[config.mk]
export PLATFORM = sky130hd
export DESIGN_NAME = cave_automaton_smoother_top
export DESIGN_NICKNAME = d
export VERILOG_FILES = /design/src/rtl/cas_pkg.sv /design/src/rtl/cave_automaton_smoother_top.sv /design/src/rtl/cas_line_cell.sv /design/src/rtl/cas_rule.sv
export SDC_FILE = /design/constraint.sdc
export NUM_CORES = 2
export LEC_CHECK = 0
export BUFFER_PORTS_ARGS = -buffer_cell sky130_fd_sc_hd__buf_2
export CAP_MARGIN = 25
export CORE_UTILIZATION = 55
export DETAILED_ROUTE_END_ITERATION = 6
export PLACE_DENSITY = 0.82
export SYNTH_ARGS = -nofsm -noshare
export SYNTH_HDL_FRONTEND = slang
export SYNTH_HIERARCHICAL = 1
export SYNTH_SLANG_ARGS = --single-unit
[constraint.sdc]
create_clock -name i_clk -period 38.4 [get_ports i_clk]
set_clock_uncertainty 0.2 [all_clocks]
set_input_delay 1.92 -clock i_clk [delete_from_list [all_inputs] [get_ports i_clk]]
set_output_delay 1.92 -clock i_clk [all_outputs]
set_load 0.01 [all_outputs]
[src/rtl/cas_pkg.sv]
// shared constants, types and structs for the cave smoothing block
// used by cas_line_cell, cas_rule and cave_automaton_smoother_top; no dependencies
package cas_pkg;

    // grid limits
    localparam int CAS_MAX_W  = 256;
    localparam int CAS_MAX_H  = 256;
    localparam int CAS_COL_W  = $clog2(CAS_MAX_W);
    localparam int CAS_ROW_W  = $clog2(CAS_MAX_H);
    localparam int CAS_WDIM_W = CAS_COL_W + 1;
    localparam int CAS_HDIM_W = CAS_ROW_W + 1;
    localparam int CAS_LEAD_W = CAS_COL_W + 2;

    // register field widths
    localparam int CAS_CFG_DIM_W = 9;
    localparam int CAS_POINT_W   = 8;
    localparam int CAS_RAD_W     = 17;
    localparam int CAS_OUT_W     = 8;

    // 5x5 window, line store keeps the four rows above the current one
    localparam int CAS_WIN    = 5;
    localparam int CAS_LINE_B = CAS_WIN - 1;

    // smoothing rule thresholds and register reset values
    localparam int CAS_C3_KEEP   = 4;
    localparam int CAS_C5_SPARSE = 3;
    localparam int CAS_RAD_RST   = 49;
    localparam int CAS_DIM_RST   = 64;

    typedef logic [CAS_LINE_B-1:0] t_line;
    typedef logic [CAS_WIN-1:0]    t_col;
    typedef logic [CAS_WIN-1:0][CAS_WIN-1:0] t_win;

    typedef struct packed {
        logic [CAS_WDIM_W-1:0]  w;
        logic [CAS_HDIM_W-1:0]  h;
        logic                   closing;
        logic [CAS_POINT_W-1:0] sx;
        logic [CAS_POINT_W-1:0] sy;
        logic [CAS_POINT_W-1:0] fx;
        logic [CAS_POINT_W-1:0] fy;
        logic [CAS_RAD_W-1:0]   radius;
    } t_cfg;

    typedef struct packed {
        t_win                 win;
        logic [CAS_COL_W-1:0] ex;
        logic [CAS_ROW_W-1:0] ey;
        logic                 last;
    } t_emit;

endpackage

[src/rtl/cave_automaton_smoother_top.sv]
// top level of the cave smoothing block: register port, raster control, line store chain
// depends on cas_pkg, cas_line_cell and cas_rule
//
// Cave smoothing over a raster stream of wall/floor cells. One cell transfer
// is taken per clock while s_axis_tready is high; the smoothed cell (x, y) is
// produced when cell (x+2, y+2) is taken, and flush transfers drain the last
// 2*W+2 cells once the frame is in, one per flush. Cells outside the grid count
// as walls. The line store is a chain of MAX_WIDTH cells, each holding four row
// bits of one column; the chain length follows grid_width, so no clearing pass
// is needed after reset or a geometry change. Sustained rate is one transfer per
// clock in both directions while m_axis_tready stays high; a result reaches the
// master side through the window snapshot, count and square, and decision
// register stages. When a frame holds fewer than 2*W+3 cells, the block shifts
// the chain on its own after the last cell, with tready low, until the window
// lead is complete, before it takes the first flush. Registers are to be
// written only while idle, which the block does not enforce; a write of
// grid_width or grid_height restarts the frame.
module cave_automaton_smoother_top
    import cas_pkg::*;
(
    input  logic        i_clk,
    input  logic        i_rst_n,
    // input stream
    input  logic        s_axis_tvalid,
    output logic        s_axis_tready,
    input  logic [7:0]  s_axis_tdata,   // [0] cell_wall, [7:1] zero
    input  logic [0:0]  s_axis_tuser,   // [0] action: 1 flush
    // result stream
    output logic        m_axis_tvalid,
    input  logic        m_axis_tready,
    output logic [23:0] m_axis_tdata,   // [0] new_wall, [8:1] out_col, [16:9] out_row, [23:17] zero
    output logic        m_axis_tlast,   // frame_last
    // register port
    input  logic        psel,
    input  logic        penable,
    input  logic        pwrite,
    input  logic [4:0]  paddr,
    input  logic [31:0] pwdata,
    output logic [31:0] prdata,
    output logic        pready
);

    // register indexes
    localparam logic [2:0] REG_GRID_WIDTH  = 3'd0;
    localparam logic [2:0] REG_GRID_HEIGHT = 3'd1;
    localparam logic [2:0] REG_CLOSING     = 3'd2;
    localparam logic [2:0] REG_START_X     = 3'd3;
    localparam logic [2:0] REG_START_Y     = 3'd4;
    localparam logic [2:0] REG_FINISH_X    = 3'd5;
    localparam logic [2:0] REG_FINISH_Y    = 3'd6;
    localparam logic [2:0] REG_RADIUS      = 3'd7;

    // pushes ahead of the emitted cell: two rows and two columns plus the cell itself
    localparam int LEAD_EXTRA = 3;
    localparam int TDATA_USED = 1 + 2 * CAS_OUT_W;

    // configuration registers
    logic [CAS_CFG_DIM_W-1:0] r_grid_width;
    logic [CAS_CFG_DIM_W-1:0] r_grid_height;
    logic                     r_closing_mode;
    logic [CAS_POINT_W-1:0]   r_start_x;
    logic [CAS_POINT_W-1:0]   r_start_y;
    logic [CAS_POINT_W-1:0]   r_finish_x;
    logic [CAS_POINT_W-1:0]   r_finish_y;
    logic [CAS_RAD_W-1:0]     r_clear_radius_sq;

    // raster control
    logic [CAS_COL_W-1:0]  r_in_col;
    logic [CAS_HDIM_W-1:0] r_in_row;
    logic [CAS_COL_W-1:0]  r_ex;
    logic [CAS_ROW_W-1:0]  r_ey;
    logic [CAS_LEAD_W-1:0] r_lead;

    // 5x5 window, slot 0 is the newest column
    t_win r_win;
    t_win n_win;

    logic [CAS_WDIM_W-1:0] w_eff;
    logic [CAS_HDIM_W-1:0] h_eff;
    logic [CAS_COL_W-1:0]  w_m1;
    logic [CAS_LEAD_W-1:0] lead_max;

    logic cfg_wr;
    logic geom_wr;
    logic acc;
    logic is_flush;
    logic frame_in;
    logic catchup;
    logic push_cell;
    logic push_flush;
    logic push;
    logic emit;
    logic emit_last;
    logic in_col_wrap;
    logic ex_wrap;
    logic lead_near;
    logic rule_ready;
    logic new_bit;

    t_line line_q [CAS_MAX_W];
    t_line entry;
    t_col  col_vec;
    t_cfg  cfg;
    t_emit emit_d;

    logic                 res_wall;
    logic [CAS_COL_W-1:0] res_col;
    logic [CAS_ROW_W-1:0] res_row;

    // ---------------------------------------------------------------
    // register port
    // ---------------------------------------------------------------
    assign pready  = 1'b1;
    assign cfg_wr  = psel && penable && pwrite && pready;
    assign geom_wr = cfg_wr && ((paddr[4:2] == REG_GRID_WIDTH) || (paddr[4:2] == REG_GRID_HEIGHT));

    always_ff @(posedge i_clk) begin
        if (!i_rst_n) begin
            r_grid_width      <= CAS_CFG_DIM_W'(CAS_DIM_RST);
            r_grid_height     <= CAS_CFG_DIM_W'(CAS_DIM_RST);
            r_closing_mode    <= 1'b1;
            r_start_x         <= '0;
            r_start_y         <= '0;
            r_finish_x        <= '0;
            r_finish_y        <= '0;
            r_clear_radius_sq <= CAS_RAD_W'(CAS_RAD_RST);
        end else if (cfg_wr) begin
            case (paddr[4:2])
                REG_GRID_WIDTH:  r_grid_width      <= pwdata[CAS_CFG_DIM_W-1:0];
                REG_GRID_HEIGHT: r_grid_height     <= pwdata[CAS_CFG_DIM_W-1:0];
                REG_CLOSING:     r_closing_mode    <= pwdata[0];
                REG_START_X:     r_start_x         <= pwdata[CAS_POINT_W-1:0];
                REG_START_Y:     r_start_y         <= pwdata[CAS_POINT_W-1:0];
                REG_FINISH_X:    r_finish_x        <= pwdata[CAS_POINT_W-1:0];
                REG_FINISH_Y:    r_finish_y        <= pwdata[CAS_POINT_W-1:0];
                REG_RADIUS:      r_clear_radius_sq <= pwdata[CAS_RAD_W-1:0];
                default: ;
            endcase
        end
    end

    always_comb begin
        case (paddr[4:2])
            REG_GRID_WIDTH:  prdata = 32'(r_grid_width);
            REG_GRID_HEIGHT: prdata = 32'(r_grid_height);
            REG_CLOSING:     prdata = 32'(r_closing_mode);
            REG_START_X:     prdata = 32'(r_start_x);
            REG_START_Y:     prdata = 32'(r_start_y);
            REG_FINISH_X:    prdata = 32'(r_finish_x);
            REG_FINISH_Y:    prdata = 32'(r_finish_y);
            REG_RADIUS:      prdata = 32'(r_clear_radius_sq);
            default:         prdata = '0;
        endcase
    end

    // ---------------------------------------------------------------
    // effective geometry, clamped to 1..max
    // ---------------------------------------------------------------
    always_comb begin
        if (r_grid_width == '0) begin
            w_eff = CAS_WDIM_W'(1);
        end else if (32'(r_grid_width) > CAS_MAX_W) begin
            w_eff = CAS_WDIM_W'(CAS_MAX_W);
        end else begin
            w_eff = CAS_WDIM_W'(r_grid_width);
        end
        if (r_grid_height == '0) begin
            h_eff = CAS_HDIM_W'(1);
        end else if (32'(r_grid_height) > CAS_MAX_H) begin
            h_eff = CAS_HDIM_W'(CAS_MAX_H);
        end else begin
            h_eff = CAS_HDIM_W'(r_grid_height);
        end
    end

    assign w_m1     = CAS_COL_W'(w_eff - CAS_WDIM_W'(1));
    assign lead_max = (CAS_LEAD_W'(w_eff) << 1) + CAS_LEAD_W'(LEAD_EXTRA);

    // ---------------------------------------------------------------
    // transfer control
    // ---------------------------------------------------------------
    assign frame_in  = (r_in_row == h_eff);
    // the flush that emits cell 0 must itself be the push that completes the lead
    assign lead_near = (r_lead >= lead_max - CAS_LEAD_W'(1));
    assign catchup   = frame_in && !lead_near;

    assign s_axis_tready = rule_ready && !catchup;
    assign acc           = s_axis_tvalid && s_axis_tready;
    assign is_flush      = s_axis_tuser[0];

    assign push_cell  = acc && !is_flush && !frame_in;
    assign push_flush = acc && is_flush && frame_in;
    // catch-up pushes dummy columns below the grid, masked as walls later
    assign push       = push_cell || push_flush || catchup;
    assign emit       = (push_cell && lead_near) || push_flush;

    assign in_col_wrap = (CAS_WDIM_W'(r_in_col) + CAS_WDIM_W'(1)) == w_eff;
    assign ex_wrap     = r_ex == w_m1;
    assign emit_last   = ex_wrap && (CAS_HDIM_W'(r_ey) == h_eff - CAS_HDIM_W'(1));

    always_ff @(posedge i_clk) begin
        if (!i_rst_n) begin
            r_in_col <= '0;
            r_in_row <= '0;
            r_ex     <= '0;
            r_ey     <= '0;
            r_lead   <= '0;
        end else if (geom_wr) begin
            r_in_col <= '0;
            r_in_row <= '0;
            r_ex     <= '0;
            r_ey     <= '0;
            r_lead   <= '0;
        end else if (emit && emit_last) begin
            // frame done, the next cell starts a new frame at (0, 0)
            r_in_col <= '0;
            r_in_row <= '0;
            r_ex     <= '0;
            r_ey     <= '0;
            r_lead   <= '0;
        end else begin
            if (push_cell) begin
                if (in_col_wrap) begin
                    r_in_col <= '0;
                    r_in_row <= r_in_row + CAS_HDIM_W'(1);
                end else begin
                    r_in_col <= r_in_col + CAS_COL_W'(1);
                end
            end
            // lead saturates once the window is far enough ahead
            if (push && (r_lead != lead_max)) begin
                r_lead <= r_lead + CAS_LEAD_W'(1);
            end
            if (emit) begin
                if (ex_wrap) begin
                    r_ex <= '0;
                    r_ey <= r_ey + CAS_ROW_W'(1);
                end else begin
                    r_ex <= r_ex + CAS_COL_W'(1);
                end
            end
        end
    end

    // ---------------------------------------------------------------
    // line store chain: entry at cell W-1, output at cell 0, so a column
    // word comes back after exactly W pushes
    // ---------------------------------------------------------------
    assign new_bit = push_cell ? s_axis_tdata[0] : 1'b0;
    assign col_vec = {line_q[0], new_bit};          // bit j is row (push row - j)
    assign entry   = col_vec[CAS_LINE_B-1:0];

    for (genvar k = 0; k < CAS_MAX_W; k++) begin : g_line
        t_line nxt;
        if (k == CAS_MAX_W - 1) begin : g_end
            assign nxt = entry;
        end else begin : g_mid
            assign nxt = line_q[k+1];
        end
        cas_line_cell u_cell (
            .i_clk       (i_clk),
            .i_shift     (push),
            .i_entry_sel (w_m1 == CAS_COL_W'(k)),
            .i_entry     (entry),
            .i_next      (nxt),
            .o_data      (line_q[k])
        );
    end

    // window shift
    always_comb begin
        n_win[0] = col_vec;
        for (int k = 1; k < CAS_WIN; k++) begin
            n_win[k] = r_win[k-1];
        end
    end

    always_ff @(posedge i_clk) begin
        if (push) begin
            r_win <= n_win;
        end
    end

    // ---------------------------------------------------------------
    // rule pipeline and result stream
    // ---------------------------------------------------------------
    assign cfg.w       = w_eff;
    assign cfg.h       = h_eff;
    assign cfg.closing = r_closing_mode;
    assign cfg.sx      = r_start_x;
    assign cfg.sy      = r_start_y;
    assign cfg.fx      = r_finish_x;
    assign cfg.fy      = r_finish_y;
    assign cfg.radius  = r_clear_radius_sq;

    assign emit_d.win  = n_win;
    assign emit_d.ex   = r_ex;
    assign emit_d.ey   = r_ey;
    assign emit_d.last = emit_last;

    cas_rule u_rule (
        .i_clk   (i_clk),
        .i_rst_n (i_rst_n),
        .i_cfg   (cfg),
        .i_vld   (emit),
        .i_emit  (emit_d),
        .o_ready (rule_ready),
        .o_vld   (m_axis_tvalid),
        .i_ready (m_axis_tready),
        .o_wall  (res_wall),
        .o_col   (res_col),
        .o_row   (res_row),
        .o_last  (m_axis_tlast)
    );

    assign m_axis_tdata = {(24 - TDATA_USED)'(0), res_row[CAS_OUT_W-1:0],
                           res_col[CAS_OUT_W-1:0], res_wall};

    // ---------------------------------------------------------------
    // assertions
    // ---------------------------------------------------------------
    // a flush only emits once the window lead is complete
    a_flush_lead: assert property (@(posedge i_clk) disable iff (!i_rst_n)
        push_flush |-> lead_near)
        else $error("flush emitted before the window lead was complete");

    // pushes that carry no cell happen only after the whole frame is in
    a_drain_push: assert property (@(posedge i_clk) disable iff (!i_rst_n)
        (push && !push_cell) |-> frame_in)
        else $error("dummy or flush push before the frame was complete");

    // the final cell restarts the frame
    a_last_restart: assert property (@(posedge i_clk) disable iff (!i_rst_n)
        (emit && emit_last) |=> (r_in_row == '0 && r_in_col == '0 && r_ex == '0
                                 && r_ey == '0 && r_lead == '0))
        else $error("frame counters not cleared after the final cell");

endmodule

[src/rtl/cas_line_cell.sv]
// one cell of the variable-length line store chain
// depends on cas_pkg
module cas_line_cell
    import cas_pkg::*;
(
    input  logic  i_clk,
    input  logic  i_shift,
    input  logic  i_entry_sel,
    input  t_line i_entry,
    input  t_line i_next,
    output t_line o_data
);

    t_line r_data;

    // the entry cell takes the new column word, all others take their neighbor
    always_ff @(posedge i_clk) begin
        if (i_shift) begin
            r_data <= i_entry_sel ? i_entry : i_next;
        end
    end

    assign o_data = r_data;

endmodule

[src/rtl/cas_rule.sv]
// neighbor counting, distance check and smoothing decision, three register stages
// depends on cas_pkg
module cas_rule
    import cas_pkg::*;
(
    input  logic                 i_clk,
    input  logic                 i_rst_n,
    input  t_cfg                 i_cfg,
    input  logic                 i_vld,
    input  t_emit                i_emit,
    output logic                 o_ready,
    output logic                 o_vld,
    input  logic                 i_ready,
    output logic                 o_wall,
    output logic [CAS_COL_W-1:0] o_col,
    output logic [CAS_ROW_W-1:0] o_row,
    output logic                 o_last
);

    localparam int XW = CAS_COL_W + 2;
    localparam int YW = CAS_ROW_W + 2;
    localparam int SQ_XW = 2 * CAS_COL_W;
    localparam int SQ_YW = 2 * CAS_ROW_W;
    localparam int DW = 32;

    // stage 1: window snapshot
    logic  r_s1_vld;
    t_emit r_s1;

    // stage 2: counts and squares
    logic                 r_s2_vld;
    logic [3:0]           r_s2_c3;
    logic [4:0]           r_s2_c5;
    logic                 r_s2_ctr;
    logic [SQ_XW-1:0]     r_s2_sqsx;
    logic [SQ_YW-1:0]     r_s2_sqsy;
    logic [SQ_XW-1:0]     r_s2_sqfx;
    logic [SQ_YW-1:0]     r_s2_sqfy;
    logic [CAS_COL_W-1:0] r_s2_col;
    logic [CAS_ROW_W-1:0] r_s2_row;
    logic                 r_s2_last;

    // output stage
    logic                 r_o_vld;
    logic                 r_o_wall;
    logic [CAS_COL_W-1:0] r_o_col;
    logic [CAS_ROW_W-1:0] r_o_row;
    logic                 r_o_last;

    logic s2_rdy;
    logic out_rdy;

    logic [CAS_WIN-1:0] col_ok;
    logic [CAS_WIN-1:0] row_ok;
    t_win               v;
    logic [3:0]         n_c3;
    logic [4:0]         n_c5;
    logic [CAS_COL_W-1:0] adx_s;
    logic [CAS_COL_W-1:0] adx_f;
    logic [CAS_ROW_W-1:0] ady_s;
    logic [CAS_ROW_W-1:0] ady_f;
    logic [CAS_COL_W-1:0] sx_c;
    logic [CAS_COL_W-1:0] fx_c;
    logic [CAS_ROW_W-1:0] sy_c;
    logic [CAS_ROW_W-1:0] fy_c;

    logic [DW-1:0] dist_s;
    logic [DW-1:0] dist_f;
    logic          close_hit;
    logic          n_wall;

    assign s2_rdy  = !r_s2_vld || out_rdy;
    assign out_rdy = !r_o_vld || i_ready;
    assign o_ready = !r_s1_vld || s2_rdy;

    // grid edge masks: slot k is column ex+2-k, row j is ey+2-j
    always_comb begin
        col_ok[0] = (XW'(r_s1.ex) + XW'(2)) < XW'(i_cfg.w);
        col_ok[1] = (XW'(r_s1.ex) + XW'(1)) < XW'(i_cfg.w);
        col_ok[2] = 1'b1;
        col_ok[3] = r_s1.ex != '0;
        col_ok[4] = r_s1.ex > CAS_COL_W'(1);
        row_ok[0] = (YW'(r_s1.ey) + YW'(2)) < YW'(i_cfg.h);
        row_ok[1] = (YW'(r_s1.ey) + YW'(1)) < YW'(i_cfg.h);
        row_ok[2] = 1'b1;
        row_ok[3] = r_s1.ey != '0;
        row_ok[4] = r_s1.ey > CAS_ROW_W'(1);
        for (int k = 0; k < CAS_WIN; k++) begin
            for (int j = 0; j < CAS_WIN; j++) begin
                v[k][j] = (col_ok[k] && row_ok[j]) ? r_s1.win[k][j] : 1'b1;
            end
        end
    end

    assign n_c3 = 4'($countones({v[1][3:1], v[2][3], v[2][1], v[3][3:1]}));
    assign n_c5 = 5'($countones(v)) - 5'(v[2][2]);

    assign sx_c = CAS_COL_W'(i_cfg.sx);
    assign fx_c = CAS_COL_W'(i_cfg.fx);
    assign sy_c = CAS_ROW_W'(i_cfg.sy);
    assign fy_c = CAS_ROW_W'(i_cfg.fy);

    assign adx_s = (r_s1.ex >= sx_c) ? r_s1.ex - sx_c : sx_c - r_s1.ex;
    assign adx_f = (r_s1.ex >= fx_c) ? r_s1.ex - fx_c : fx_c - r_s1.ex;
    assign ady_s = (r_s1.ey >= sy_c) ? r_s1.ey - sy_c : sy_c - r_s1.ey;
    assign ady_f = (r_s1.ey >= fy_c) ? r_s1.ey - fy_c : fy_c - r_s1.ey;

    // decision from registered counts and squares
    assign dist_s = DW'(r_s2_sqsx) + DW'(r_s2_sqsy);
    assign dist_f = DW'(r_s2_sqfx) + DW'(r_s2_sqfy);

    assign close_hit = i_cfg.closing && (r_s2_c5 < 5'(CAS_C5_SPARSE))
                       && (dist_s > DW'(i_cfg.radius)) && (dist_f > DW'(i_cfg.radius));

    always_comb begin
        if ((r_s2_c3 > 4'(CAS_C3_KEEP)) || close_hit) begin
            n_wall = 1'b1;
        end else if (r_s2_c3 < 4'(CAS_C3_KEEP)) begin
            n_wall = 1'b0;
        end else begin
            n_wall = r_s2_ctr;
        end
    end

    always_ff @(posedge i_clk) begin
        if (!i_rst_n) begin
            r_s1_vld <= 1'b0;
            r_s2_vld <= 1'b0;
            r_o_vld  <= 1'b0;
        end else begin
            if (o_ready) begin
                r_s1_vld <= i_vld;
            end
            if (s2_rdy) begin
                r_s2_vld <= r_s1_vld;
            end
            if (out_rdy) begin
                r_o_vld <= r_s2_vld;
            end
        end
    end

    always_ff @(posedge i_clk) begin
        if (o_ready && i_vld) begin
            r_s1 <= i_emit;
        end
        if (s2_rdy && r_s1_vld) begin
            r_s2_c3   <= n_c3;
            r_s2_c5   <= n_c5;
            r_s2_ctr  <= r_s1.win[2][2];
            r_s2_sqsx <= SQ_XW'(adx_s) * SQ_XW'(adx_s);
            r_s2_sqfx <= SQ_XW'(adx_f) * SQ_XW'(adx_f);
            r_s2_sqsy <= SQ_YW'(ady_s) * SQ_YW'(ady_s);
            r_s2_sqfy <= SQ_YW'(ady_f) * SQ_YW'(ady_f);
            r_s2_col  <= r_s1.ex;
            r_s2_row  <= r_s1.ey;
            r_s2_last <= r_s1.last;
        end
        if (out_rdy && r_s2_vld) begin
            r_o_wall <= n_wall;
            r_o_col  <= r_s2_col;
            r_o_row  <= r_s2_row;
            r_o_last <= r_s2_last;
        end
    end

    assign o_vld  = r_o_vld;
    assign o_wall = r_o_wall;
    assign o_col  = r_o_col;
    assign o_row  = r_o_row;
    assign o_last = r_o_last;

endmodule

# Word level (Yosys, flattened, before mapping)
# Index checks and enable logic that the tools add are counted.
[word_totals] regBits=1309 inputBits=53 out_inout_bits=60 wordCells=1002
[op_classes] add_sub_neg=55 mul=4 n_lt_le_gt_ge=18 eq_ne=266 muxes=292 bitwise_logic=1 reduce_logical=68
[op_table] operator="$mux W4" count=255
[op_table] operator="$eq A8 B8 Y1 const B" count=127
[op_table] operator="$eq A8 B7 Y1 const B" count=64
[op_table] operator="$eq A8 B6 Y1 const B" count=32
[op_table] operator="$pmux W32 S8" count=1
[op_table] operator="$eq A8 B5 Y1 const B" count=16
[op_table] operator="$eq A8 B4 Y1 const B" count=8
[op_table] operator="$gt A32 B17 Y1" count=2
[op_table] operator="$mul A8 B8 Y16" count=4
[op_table] operator="$sub A8 B8 Y8" count=8
[op_table] operator="$add A5 B5 Y5" count=11
[op_table] operator="$mux W8" count=6
[op_table] operator="$logic_and A1 B1 Y1" count=36
[op_table] operator="$mux W9" count=4
[op_table] operator="$add A16 B16 Y17" count=2
[op_table] operator="$eq A8 B3 Y1 const B" count=4
[op_table] operator="$ge A8 B8 Y1" count=4
[op_table] operator="$add A1 B1 Y2" count=15
[op_table] operator="$add A8 B1 Y9 const B" count=3
[op_table] operator="$mux W1" count=26
[op_table] operator="$add A8 B1 Y8 const B" count=3
[op_table] operator="$lt A10 B9 Y1" count=2
[op_table] operator="$reduce_and A2 Y1" count=10
[op_table] operator="$add A8 B2 Y9 const B" count=2
[op_table] operator="33 further kinds" count=59

# Depth between registers and ports, before layout
[logic_depth] depth_word=17 ltp_mapped=30

# Hierarchy
# Netlist, hierarchy kept.
[by_module_without_submodules] mod="cas_line_cell" instances=256 cells_per_inst=8 area_each_um2=165.2
[by_module_without_submodules] mod="cas_rule" instances=1 cells_per_inst=1819 area_each_um2=17959.7
[by_module_without_submodules] mod="cave_automaton_smoother_top" instances=1 cells_per_inst=1241 area_each_um2=9003.6

# Least setup slack after synthesis
# No wires, ideal clock.
[synth_timing] path_kind="flip-flop to flip-flop" startpoint="reg r_grid_width[8]" endpoint="reg r_win (netlist bit emit_d[22]), enable pin" setup_ns=0.992 arrival_ns=15.194 required_ns=37.208 slack_ns=22.014 path_stages_with_launch=16 synth_period_minus_slack_ns=16.386 path_cell_list="dfxtp_1 -> clkbuf_1 -> inv_1 -> a32oi_1 -> inv_1 -> ha_1 -> nand2_1 -> nor2_1 -> a31oi_1 -> ha_1 -> nand3_1 -> nor2_1 -> nor3_1 -> o31ai_1 -> nor2b_1 -> or2_2"
[synth_between] elab_chain_cells=15 elab_cells_between_ends=18
[synth_lines] element="start, declared" line="cave_automaton_smoother_top.sv:58" rtl="logic [CAS_CFG_DIM_W-1:0] r_grid_width;"
[synth_lines] element="start signal, assigned" line="cave_automaton_smoother_top.sv:119" rtl="r_grid_width <= CAS_CFG_DIM_W'(CAS_DIM_RST);"
[synth_lines] element="start signal, assigned" line="cave_automaton_smoother_top.sv:129" rtl="REG_GRID_WIDTH: r_grid_width <= pwdata[CAS_CFG_DIM_W-1:0];"
[synth_lines] element="$gt A9 B9 Y1" line="cave_automaton_smoother_top.sv:162" rtl="end else if (32'(r_grid_width) > CAS_MAX_W) begin"
[synth_lines] element="$mux W9" line="cave_automaton_smoother_top.sv:162"
[synth_lines] element="$mux W9 *" line="cave_automaton_smoother_top.sv:160" rtl="if (r_grid_width == '0) begin"
[synth_lines] element="net w_eff[0]" line="cave_automaton_smoother_top.sv:78" rtl="logic [CAS_WDIM_W-1:0] w_eff;"
[synth_lines] element="$add A10 B2 Y10 *" line="cave_automaton_smoother_top.sv:177" rtl="assign lead_max = (CAS_LEAD_W'(w_eff) << 1) + CAS_LEAD_W'(LEAD_EXTRA);"
[synth_lines] element="$sub A10 B1 Y10 *" line="cave_automaton_smoother_top.sv:184" rtl="assign lead_near = (r_lead >= lead_max - CAS_LEAD_W'(1));"
[synth_lines] element="$ge A10 B10 Y1 *" line="cave_automaton_smoother_top.sv:184"
[synth_lines] element="$logic_not A1 Y1 *" line="cave_automaton_smoother_top.sv:185" rtl="assign catchup = frame_in && !lead_near;"
[synth_lines] element="$logic_and A1 B1 Y1 *" line="cave_automaton_smoother_top.sv:185"
[synth_lines] element="$logic_not A1 Y1" line="cave_automaton_smoother_top.sv:187" rtl="assign s_axis_tready = rule_ready && !catchup;"
[synth_lines] element="$logic_and A1 B1 Y1" line="cave_automaton_smoother_top.sv:187"
[synth_lines] element="$logic_and A1 B1 Y1" line="cave_automaton_smoother_top.sv:188" rtl="assign acc = s_axis_tvalid && s_axis_tready;"
[synth_lines] element="$logic_and A1 B1 Y1 (on tied branches) (2 in a row)" line="cave_automaton_smoother_top.sv:191, cave_automaton_smoother_top.sv:192"
[synth_lines] element="$logic_or A1 B1 Y1" line="cave_automaton_smoother_top.sv:194" rtl="assign push = push_cell || push_flush || catchup;"
[synth_lines] element="$logic_or A1 B1 Y1 *" line="cave_automaton_smoother_top.sv:194"
[synth_lines] element="net push" line="cave_automaton_smoother_top.sv:91" rtl="logic push;"
[synth_lines] element="end signal, assigned" line="cave_automaton_smoother_top.sv:280" rtl="r_win <= n_win;"
[synth_lines] element="end, declared" line="cave_automaton_smoother_top.sv:75" rtl="t_win r_win;"
# Mark *: on every way through the listed nets, which the timed path passes. The rest lies on a longest branch.
# A chain may end at the register's enable or synchronous reset.

# Final worst setup path
[layout_timing] startpoint="reg u_rule/r_s1[2] (netlist name)" endpoint="reg u_rule.r_s2_c5[4] (data pin)"
[layout_between] elab_chain_cells=10 elab_cells_between_ends=67
[layout_lines] element="start, declared" line="cas_rule.sv:28" rtl="t_emit r_s1;"
[layout_lines] element="start signal, assigned" line="cas_rule.sv:145" rtl="r_s1 <= i_emit;"
[layout_lines] element="$add A8 B2 Y9 or $add A8 B1 Y9 (tied branches)" line="cas_rule.sv:83, cas_rule.sv:84"
[layout_lines] element="$lt A10 B9 Y1 (on tied branches)" line="cas_rule.sv:83, cas_rule.sv:84"
[layout_lines] element="$logic_and A1 B1 Y1" line="cas_rule.sv:90" rtl="v[k][j] = (col_ok[k] && row_ok[j]) ? r_s1.win[k][j] : 1'b1;"
[layout_lines] element="$mux W1" line="cas_rule.sv:90"
[layout_lines] element="$add A1 B1 Y2 (not written as such)" line="cas_rule.sv:96" rtl="assign n_c5 = 5'($countones(v)) - 5'(v[2][2]);"
[layout_lines] element="$add A5 B5 Y5 (not written as such) (2 in a row)" line="cas_rule.sv:96"
[layout_lines] element="$add A5 B5 Y5 (not written as such) or $add A5 B1 Y5 (tied branches)" line="cas_rule.sv:96"
[layout_lines] element="$add A5 B5 Y5 (not written as such) *" line="cas_rule.sv:96"
[layout_lines] element="$sub A5 B1 Y5 *" line="cas_rule.sv:96"
[layout_lines] element="net u_rule.n_c5[4]" line="cas_rule.sv:57" rtl="logic [4:0] n_c5;"
[layout_lines] element="end signal, assigned" line="cas_rule.sv:149" rtl="r_s2_c5 <= n_c5;"
[layout_lines] element="end, declared" line="cas_rule.sv:33" rtl="logic [4:0] r_s2_c5;"
# Marked as above.

==> results.ini <==
[outcome]
status = complete, no violations

[sta]
period_minus_slack_ps = 8063
hold_violations = 0
setup_viol_count_final = 0
slew_headroom_pct = 26.30
final-max-slew-violation-count = 0
setup_tns_ps = 0
worstMarginPinSlew_ps = 1106
rsz0062_at_grt = false
fmax_mhz = 124.0
min_period_over_period_pct = 21.00

[clock_tree]
clockBufferDepth = 3
root_buffer = clkbuf_16
numCtsBuffers = 132
htreeDepth = 4
cts_resized = 0
ctsHoldBuffers = 0
clock-sinks = 1305
clk_latency_ps = 770
cts_tree = built
cts.clk_slew.worst_paths_ps = 60
cts_setup_buffers = 0

[synth]
netlist_area_mm2 = 0.06924
seq_area_frac_synth_pct = 54.95
synth-edff-count = 1191
synthArstFlopShare_pct = 0
synth_ff_type = edfxtp_1
synth-seq-cells = 1305
yosys_warnings = 6
synth_cell_type_count = 105
synthCells = 5108
syn_avg_cell_area_um2 = 13.56

[drt]
viasPerCell = 5.924
ant_nets = 0
first_iter_violations = 3948
drt_wl_total_um = 149600
drc_errors = 0
wl_per_cell_um = 21.43
via_count = 41360
dr.pass1.iters = 5

[floorplanning]
placementRows = 129
die_h_um = 356.8
core_mm2 = 0.1243
fp.dieArea_mm2 = 0.1273
num_io_pins = 113
initial_core_util_pct = 55.72
die_w_um = 356.8

[global_routing]
grt_usage_pct = 23.46
gr-total-overflow = 0
grt_max_degree = 210
antenna_found_initial = 1
grt_first_pass_wirelength_um = 233600
grt_pass1_vias = 41460

[placement]
gp_congestion = 0.9034
dp_hpwl_um = 91890
place_area_mm2 = 0.07143
io_buffers = 65

[final_layout]
final.fill_count = 9058
layout-drive-gt1-share_pct = 26.76
stdcell_area_mm2 = 0.07580
ff_latch_area_mm2 = 0.03805
syn_to_final_growth_pct = 9.468
multi_input_comb_area_mm2 = 0.02928
nNetsFinal = 5747

[critical_path]
arrival_ps = 8390
critical_path_class = reg2reg
crit_fanout = 10
crit_required_ps = 38720
reg2reg_from = u_rule/r_s1[2]
crit_path_end_kind = flip-flop
cp-startpoint = u_rule/r_s1[2]
start_kind = flip-flop

[job]
max_cap_viol_count = 0

[power]
powerDensity_mw_per_mm2 = 41.04
leakagePower_uw = 0.02716
ir_drop_mv = 0.05002

[worst_hold_path]
hold_class = reg2reg
hp-start = u_rule/r_s2_col[5]

## layout make-up
type,instances,area share (%)
antenna,1,0.003301
clock buffer,176,4.729
clock inverter,63,0.8006
inverter,354,1.753
multi-input combinational,3321,38.62
sequential,1305,50.19
tap,1637,2.702
timing repair buffer,124,1.195
## cells in the mapped netlist, types with 17 or more instances
master	instances	area share, %
a21boi_0	29	0.31
a21o_1	49	0.53
a21oi_1	142	1.0
and2_1	21	0.19
and3_1	17	0.15
buf_2	18	0.13
buf_4	26	0.28
clkbuf_1	91	0.49
dfxtp_1	114	3.3
edfxtp_1	1191	52
fa_1	131	3.8
ha_1	325	5.9
inv_1	352	1.9
mux2_2	1035	17
mux2i_1	68	0.98
nand2_1	184	1.0
nand2b_1	33	0.30
nand3_1	55	0.40
nand4_1	25	0.23
nor2_1	461	2.5
nor2b_1	93	0.84
nor3_1	42	0.30
o211ai_1	18	0.20
o21a_1	25	0.27
o21ai_0	77	0.56
or2_2	33	0.30
or3_1	25	0.23
or4_1	21	0.23
xnor2_1	128	1.6
xor2_1	54	0.68
## worst paths after layout
path / end / slack (ps) / depth (start not counted)
min: u_rule/o_col[5] / 200 / 0
min reg2reg: u_rule/o_col[5] / 200 / 0
max: u_rule/r_s2_c5[4] / 30340 / 26
max reg2reg: u_rule/r_s2_c5[4] / 30340 / 26
## critical path: stages (launching register included)
cell and delay [ps]:
edfxtp_1 780, inv_1 430, ha_1 400, ha_1 270, a21boi_0 170, o21a_1 130, o21ai_0 70, nand2_1 60
o211ai_1 80, a21oi_1 720, nor3_1 160, fa_1 580, inv_1 50, fa_1 500, inv_1 60, fa_1 480
fa_1 510, fa_1 500, inv_1 50, fa_1 500, ha_1 160, inv_1 60, fa_1 460, inv_1 80
a21o_1 120, a21oi_1 70, xnor2_1 120
## layer usage
layer	global-route usage (%)	wire (um)
met3	3.541	9136
met4	7.684	4147
met5	0	0
met2	39.19	73270
met1	31.45	63020
## kinds of logic (layout without fill, tap and decap cells)
family	count (synthesis)	after routing	share of synthesized area, %
adders and majority gates	456	456	9.660
other	2	24	0.01085
buffers and inverters	503	717	2.960
and+or+nand+nor	1072	1072	7.360
AOI/OAI and AO/OA	477	477	4.723
muxes	1106	1106	17.91
xor gates and xnor gates	187	187	2.429
DFF	1305	1305	54.95
## power by group
group          switching (uW)  total, uW  internal (uW)
clock                     553       1260            704
combinational             126        211           85.4
sequential               18.0       1640           1620
## registers in the layout, summed over array words and instances, names as in the netlist, 10 cells and up
register              count
u_rule/r_s2_sqsy         15
r_lead                   10
g_line.u_cell/o_data   1024
u_rule/r_s2_sqfx         15
u_rule/r_s2_sqsx         15
u_rule/r_s2_sqfy         15
r_clear_radius_sq        17
emit_d                   20
u_rule/r_s1              42
## placed cells by master, fill, tap and decap left out, types with 23 or more instances in the layout
cell       instances
o21ai_0           77
mux2_2          1035
nand2b_1          33
fa_1             131
nand4_1           25
xnor2_1          128
dfxtp_1          114
nand3_1           55
nor2b_1           92
buf_4             51
nand2_1          180
or3_1             25
a21oi_1          142
nor3_1            42
a21o_1            49
nor2_1           461
ha_1             325
conb_1            23
mux2i_1           68
clkbuf_1          38
xor2_1            54
o21a_1            25
or2_2             32
buf_2             65
a21boi_0          28
edfxtp_1        1191
clkbuf_16        137
inv_1            352
## through the flow
| step | util (%) | power [uW] | setup WS [ps] | std cells | hold slack (ps) |
|---|---|---|---|---|---|
| floorplan | - | 1856 | 22010 | 5129 | 200.3 |
| global placement | 57.45 | 1869 | 30520 | 6729 | 202.3 |
| detailed placement | 57.48 | 1878 | 30370 | 6730 | 205.6 |
| CTS | 60.85 | 3130 | 30380 | 6969 | 205.0 |
| global route | 60.99 | 3212 | 30090 | 6981 | 214.5 |
| finish | 60.99 | 3111 | 30340 | 6981 | 203.0 |
Power figures use the tool's default switching activity.
